===== config.mk =====
export PLATFORM = sky130hd
export DESIGN_NAME = pvp_skid
export DESIGN_NICKNAME = d
export VERILOG_FILES = /design/src/rtl/core/pvp_pkg.sv /design/src/rtl/core/pvp_skid.sv
export VERILOG_INCLUDE_DIRS = /design/src /design/src/rtl/core
export SDC_FILE = /design/constraint.sdc
export NUM_CORES = 1
export LEC_CHECK = 0
export BUFFER_PORTS_ARGS = -buffer_cell sky130_fd_sc_hd__clkbuf_2
export CAP_MARGIN = 20
export CORE_ASPECT_RATIO = 0.6
export CORE_MARGIN = 5
export CORE_UTILIZATION = 32
export CTS_BUF_LIST = sky130_fd_sc_hd__clkbuf_16
export CTS_CLUSTER_SIZE = 12
export DETAILED_ROUTE_END_ITERATION = 10
export SYNTH_ARGS = -nofsm -noshare
export SYNTH_HDL_FRONTEND = slang
export SYNTH_SLANG_ARGS = --single-unit

===== constraint.sdc =====
create_clock -name clk -period 25.3 [get_ports clk]
set_clock_uncertainty 0.2 [all_clocks]
set_input_delay 1.265 -clock clk [delete_from_list [all_inputs] [get_ports clk]]
set_output_delay 1.265 -clock clk [all_outputs]
set_load 0.02 [all_outputs]

===== src/rtl/core/perspective_vertex_projector_assert.svh =====
// Assertion macros for the projector RTL.
`ifndef PERSPECTIVE_VERTEX_PROJECTOR_ASSERT_SVH
`define PERSPECTIVE_VERTEX_PROJECTOR_ASSERT_SVH
`ifndef SYNTH
// Checked only outside reset.
`define PVP_ASSERT(label, prop, msg) \
    label: assert property (@(posedge clk) disable iff (!rst_n) prop) else $error(msg);
// Checked at every edge, reset included.
`define PVP_ASSERT_ALWAYS(label, prop, msg) \
    label: assert property (@(posedge clk) prop) else $error(msg);
`else
`define PVP_ASSERT(label, prop, msg)
`define PVP_ASSERT_ALWAYS(label, prop, msg)
`endif
`endif


===== src/rtl/core/pvp_pkg.sv =====
`default_nettype none
package pvp_pkg;

    // sqrt(3)/2 in unsigned Q0.32.
    localparam logic [31:0] PVP_K = 32'd3719550787;

    // Quotient bits kept by the dividers; larger quotients always saturate.
    localparam int PVP_QB = 34;

    localparam int PVP_AXIS_NW  = 76;
    localparam int PVP_AXIS_DW  = 48;
    localparam int PVP_DEPTH_NW = 80;
    localparam int PVP_DEPTH_DW = 62;
    localparam int PVP_AXIS_SW  = 30;
    localparam int PVP_DEPTH_SW = 2;
    localparam int PVP_OUT_W    = 97;

    localparam logic PVP_ST_OK     = 1'b0;
    localparam logic PVP_ST_ZERO_Z = 1'b1;

    typedef enum logic [1:0] {
        PVP_REG_WIDTH  = 2'd0,
        PVP_REG_HEIGHT = 2'd1,
        PVP_REG_NEAR   = 2'd2,
        PVP_REG_FAR    = 2'd3
    } pvp_reg_t;

    typedef struct packed {
        logic [12:0] width;
        logic [12:0] height;
        logic [31:0] sum;
        logic [30:0] dif;
        logic        fneg;
        logic        fzero;
        logic [62:0] nf2;
    } pvp_cfg_t;

    typedef struct packed {
        logic        zzero;
        logic        xneg;
        logic [27:0] xoff;
        logic [75:0] xnum;
        logic        yneg;
        logic [27:0] yoff;
        logic [75:0] ynum;
        logic [47:0] zdiv;
        logic        dneg;
        logic        dzero;
        logic [79:0] dnum;
        logic [61:0] dden;
    } pvp_front_t;

    function automatic logic [31:0] pvp_mag(input logic [31:0] v);
        return v[31] ? (~v + 32'd1) : v;
    endfunction

    function automatic logic [31:0] pvp_finish(input logic neg, input logic ovf,
                                                input logic [PVP_QB-1:0] q,
                                                input logic [27:0] off);
        logic signed [PVP_QB+2:0] v;
        logic signed [PVP_QB+2:0] qs;
        logic [31:0] r;
        qs = $signed({3'b000, q});
        v = neg ? -qs : qs;
        v = v + $signed({{(PVP_QB-25){1'b0}}, off});
        if (ovf)
            r = neg ? 32'h8000_0000 : 32'h7FFF_FFFF;
        else if (v > $signed((PVP_QB+3)'(64'sd2147483647)))
            r = 32'h7FFF_FFFF;
        else if (v < $signed((PVP_QB+3)'(-64'sd2147483648)))
            r = 32'h8000_0000;
        else
            r = v[31:0];
        return r;
    endfunction

endpackage
`default_nettype wire


===== src/rtl/core/pvp_skid.sv =====
`default_nettype none
`include "perspective_vertex_projector_assert.svh"
module pvp_skid
    import pvp_pkg::*;
#(
    parameter int DW = PVP_OUT_W
)
(
    input  wire logic          clk,
    input  wire logic          rst_n,
    input  wire logic          in_valid,
    input  wire logic [DW-1:0] in_data,
    output logic               en,
    output logic               out_valid,
    input  wire logic          out_ready,
    output logic [DW-1:0]      out_data
);

    logic          valid_reg;
    logic          full_reg;
    logic [DW-1:0] data_reg;
    logic [DW-1:0] skid_reg;

    // The pipeline feeding this stage only moves while the spare slot is empty.
    assign en = ~full_reg;

    always_ff @(posedge clk or negedge rst_n)
    begin
        if (!rst_n)
        begin
            valid_reg <= 1'b0;
            full_reg  <= 1'b0;
        end
        else if (full_reg)
        begin
            if (out_ready)
                full_reg <= 1'b0;
        end
        else if (!valid_reg || out_ready)
            valid_reg <= in_valid;
        else if (in_valid)
            full_reg <= 1'b1;
    end

    always_ff @(posedge clk)
    begin
        if (full_reg)
        begin
            if (out_ready)
                data_reg <= skid_reg;
        end
        else if (!valid_reg || out_ready)
            data_reg <= in_data;
        else if (in_valid)
            skid_reg <= in_data;
    end

    assign out_valid = valid_reg;
    assign out_data  = data_reg;

    `PVP_ASSERT_ALWAYS(a_full_needs_out, full_reg |-> valid_reg, "spare slot used without output")
    `PVP_ASSERT(a_drain_spare, full_reg && out_ready |=> valid_reg && !full_reg, "spare not drained")
    `PVP_ASSERT(a_catch_stall, !full_reg && in_valid && valid_reg && !out_ready |=> full_reg, "request dropped on stall")

endmodule
`default_nettype wire


# Word level (Yosys, flattened, before mapping)
# Index checks and enable logic that the tools add are counted.
dict set report classes {
  n_eq_ne 1
  mux 7
  bitwise 2
  reduce_logical 6
}
# cell count
set ops {}
lappend ops {{$mux 97} 3}
lappend ops {{$mux 1} 4}
lappend ops {{$reduce_and 2->1} 2}
lappend ops {{$reduce_and 3->1} 1}
lappend ops {{$ne 2x2->1 const B} 1}
lappend ops {{$not 1->1} 2}
lappend ops {{$reduce_bool 2->1} 1}
lappend ops {{$logic_not 1->1} 1}
lappend ops {{$logic_or 1x1->1} 1}
dict set report totals {
  regBits 196
  output_inout_bits 99
}

# Depth between registers and ports, before layout
dict set report depth {
  word_depth 4
  ltp_mapped 4
}

# Worst setup path after synthesis
# No wires, ideal clock.
dict set report synth_path {
  kind {input to register}
  start {in out_ready}
  end {reg skid_reg[0] (enable)}
  setup_time_ps 795
  arrival_time_ps 10552
  required_time_ps 24305
  slack_ps 13753
  stages 1
  n_path_buf 0
  cell_sequence {nor4bb_1}
}
dict set report synth_via {
  elab_chain_cells 3
}
# item line
set synth_lines {}
lappend synth_lines {{start, declared} pvp_skid.sv:15} ;# input wire logic out_ready,
lappend synth_lines {{$logic_or 1x1->1} pvp_skid.sv:52} ;# else if (!valid_reg || out_ready)
lappend synth_lines {{$not 1->1 (no line)} -}
lappend synth_lines {{$reduce_and 3->1 (no line)} -}
lappend synth_lines {{end signal, assigned} pvp_skid.sv:55} ;# skid_reg <= in_data;
lappend synth_lines {{end, declared} pvp_skid.sv:22} ;# logic [DW-1:0] skid_reg;
# Every way passes these cells.
# A chain may end at the register's enable or synchronous reset.

# Worst setup path in the final report
dict set report layout_path {
  start {reg full_reg}
  end {out en}
}
dict set report layout_via {
  elab_chain_cells 1
}
# item line
set layout_lines {}
lappend layout_lines {{start, declared} pvp_skid.sv:20} ;# logic full_reg;
lappend layout_lines {{start signal, assigned} pvp_skid.sv:32} ;# full_reg <= 1'b0;
lappend layout_lines {{start signal, assigned} pvp_skid.sv:37} ;# full_reg <= 1'b0;
lappend layout_lines {{start signal, assigned} pvp_skid.sv:42} ;# full_reg <= 1'b1;
lappend layout_lines {{$not 1->1 (no line)} -}
lappend layout_lines {{end, declared} pvp_skid.sv:13} ;# output logic en,
# Every way passes these cells.

==> metrics.yaml <==
status: "finished clean"
gr_util_all_layers: 0.1155
syn-cell-area_um2: 7124
max_clock_freq_ghz: 0.3189
numClockSinks: 196
fin_area_um2: 8976
ys.warnings.count: 0
timing_worst_setup_path_type: "reg2out"
place.port_buffers: 199
psw_mw: 0.1815
cap_violations: 0
slew_violations: 0
period_share: 0.1240
grt_total_ovfl: 0
reg2reg_slack_ps: 22350
combinationalPowerShare: 0.119
final_common_cell: "sky130_fd_sc_hd__clkbuf_2"
cts_made_buffers: 17
std_cell_rows: 42
cts_root_buf: "sky130_fd_sc_hd__clkbuf_16"
clockBufferDepth: 2
worst_setup_path_start_kind: "register"
vias_per_cell: 4.412
grt_first_pass_wirelength_mm: 22.47
power.switching_fraction: 0.2451
htree_num_levels: 4
timing.setup.tns_ps: 0
dpl.hpwl_mm: 9.983
fillCellCount: 1985
fin_hold_ws_ps: 342.5
dpl.cell_count: 790
leakagePower_nw: 3.395
tightest_slew_ps: 833.3
final_hold_viol_count: 0
power_per_cell_area_nw_per_um2: 82.50
hold_class: "reg2reg"
total_power_consumption_of_the_routed_design_mw: 0.7405
synthesized_instance_count: 311
final.setup.worst_slack_ps: 22160
slew-limit-headroom: 0.4445
flow.area_growth_from_synthesis_pct: 25.99
worst_setup_hold_path_clk_slew_ps: 70
share_clk_of_total_power: 0.338
grt_start_max_net_pins: 60
critPathMaxFanout: 44
post-route-drc-count: 0
synth.distinct_cells: 12
power.share.sequential: 0.543
design.die.area_um2: 25450
grt_pass1_vias: 3848
critical_path_required_ps: 23830
postRouteAntennaNets: 0
number_of_antenna_violations_at_the_first_check_in_global_routing: 0
worst_ep_arrival_time_ps: 1670
num_vias: 3627
clock_tree_from_tritoncts: "yes"
postLayoutCoreUtil: 0.4086
detail_route.wirelength_mm: 14.84
final_cell_count_no_fill: 822
start_util: 0.3243
mapped_avg_cell_area_um2: 22.91
synth_seq_cells: 196
io-pin-count: 200
synth-seq-area-share: 0.8247
clock_latency_ps: 420
rsz0062_at_grt: "no"
final-setup-viol-count: 0
int_power_mw: 0.5590
preCtsSetupSlack_ps: 21740
finalNetCount: 624
dr.first_iter.drc_count: 146
core_um2: 21970
final_layout_size_suffix_gt1_frac: 0.6194
max-vdd-ir-drop_mv: 0.04319
finalWeightedCongestion: 0.7286
critical_path.endpoint_type: "output pin"
most-common-layout-cells: "199 x sky130_fd_sc_hd__clkbuf_2, 194 x sky130_fd_sc_hd__edfxtp_1, 97 x sky130_fd_sc_hd__mux2_2, 17 x sky130_fd_sc_hd__clkbuf_16, 5 x sky130_fd_sc_hd__buf_4"
post_cts_resized: 0
drt-wirelength-per-cell_um: 18.06
cts_setup_buffers: 0
cts.hold.buffers_added: 0
antennaDiodeCount: 0
first_pass_detailed_route_iteration_total: 4
syn_nets: 412
finalCriticalPeriod_ps: 3136
placed_cell_area_um2: 8434
die_width_um: 202.6
dieHeight_um: 125.6
area by class of cell:
type / instances / area [um2] / area share
sequential: 196 / 5879 / 0.6550
multi-input combinational: 103 / 1160 / 0.1292
timing repair buffer: 204 / 1033 / 0.1151
clock buffer: 17 / 425.4 / 0.04739
tap: 286 / 357.8 / 0.03987
clock inverter: 15 / 116.4 / 0.01296
inverter: 1 / 3.754 / 0.0004182
cells by family after synthesis:
logic type,Yosys count,share of synthesized area
buffers and inverters,12,0.01616
DFF,196,0.8247
AOI/OAI and AO/OA,3,0.002986
muxes,97,0.1533
and+or+nand+nor,3,0.002810
worst paths after layout:
path                              from          end  cells after the start
setup / recovery              full_reg           en                      2
hold / removal             skid_reg[3]  out_data[3]                      1
setup reg to reg              full_reg  skid_reg[3]                      3
hold reg to reg            skid_reg[3]  out_data[3]                      1
max in group asynchronous        rst_n     full_reg                      1
min in group asynchronous        rst_n    out_valid                      1
critical path: stages (launching register included):
cell,delay (ps)
sky130_fd_sc_hd__dfrtp_4,820
sky130_fd_sc_hd__inv_1,220
sky130_fd_sc_hd__clkbuf_2,210
power by group through the flow:
stage	Combinational, mW	Clock, mW	Sequential (mW)
4_1_cts	0.0902	0.260	0.402
3_5_place_dp	0.0902	0	0.409
3_3_place_gp	0.0880	0	0.408
2_1_floorplan	0.0323	0	0.433
6_report	0.0880	0.251	0.402
5_1_grt	0.0944	0.273	0.404
routing by layer:
metal  GRT usage  share of wire  vias to the layer above
li1            -              -                     1672
met1      0.1551           0.45                     1814
met2      0.1674           0.45                      129
met3     0.05357          0.086                       12
met4     0.03710          0.013                        0
met5           0              0                        -
synthesized netlist by cell type (all sizes together):
cell type / instances / share of area
buf: 11 / 0.016
nand2b: 1 / 0.00088
edfxtp: 194 / 0.82
dfrtp: 2 / 0.0070
a22o: 1 / 0.0012
inv: 1 / 0.00053
o21bai: 1 / 0.0011
mux2: 97 / 0.15
nor2: 1 / 0.00053
a21oi: 1 / 0.00070
nor4bb: 1 / 0.0014
Power figures use the tool's default switching activity.
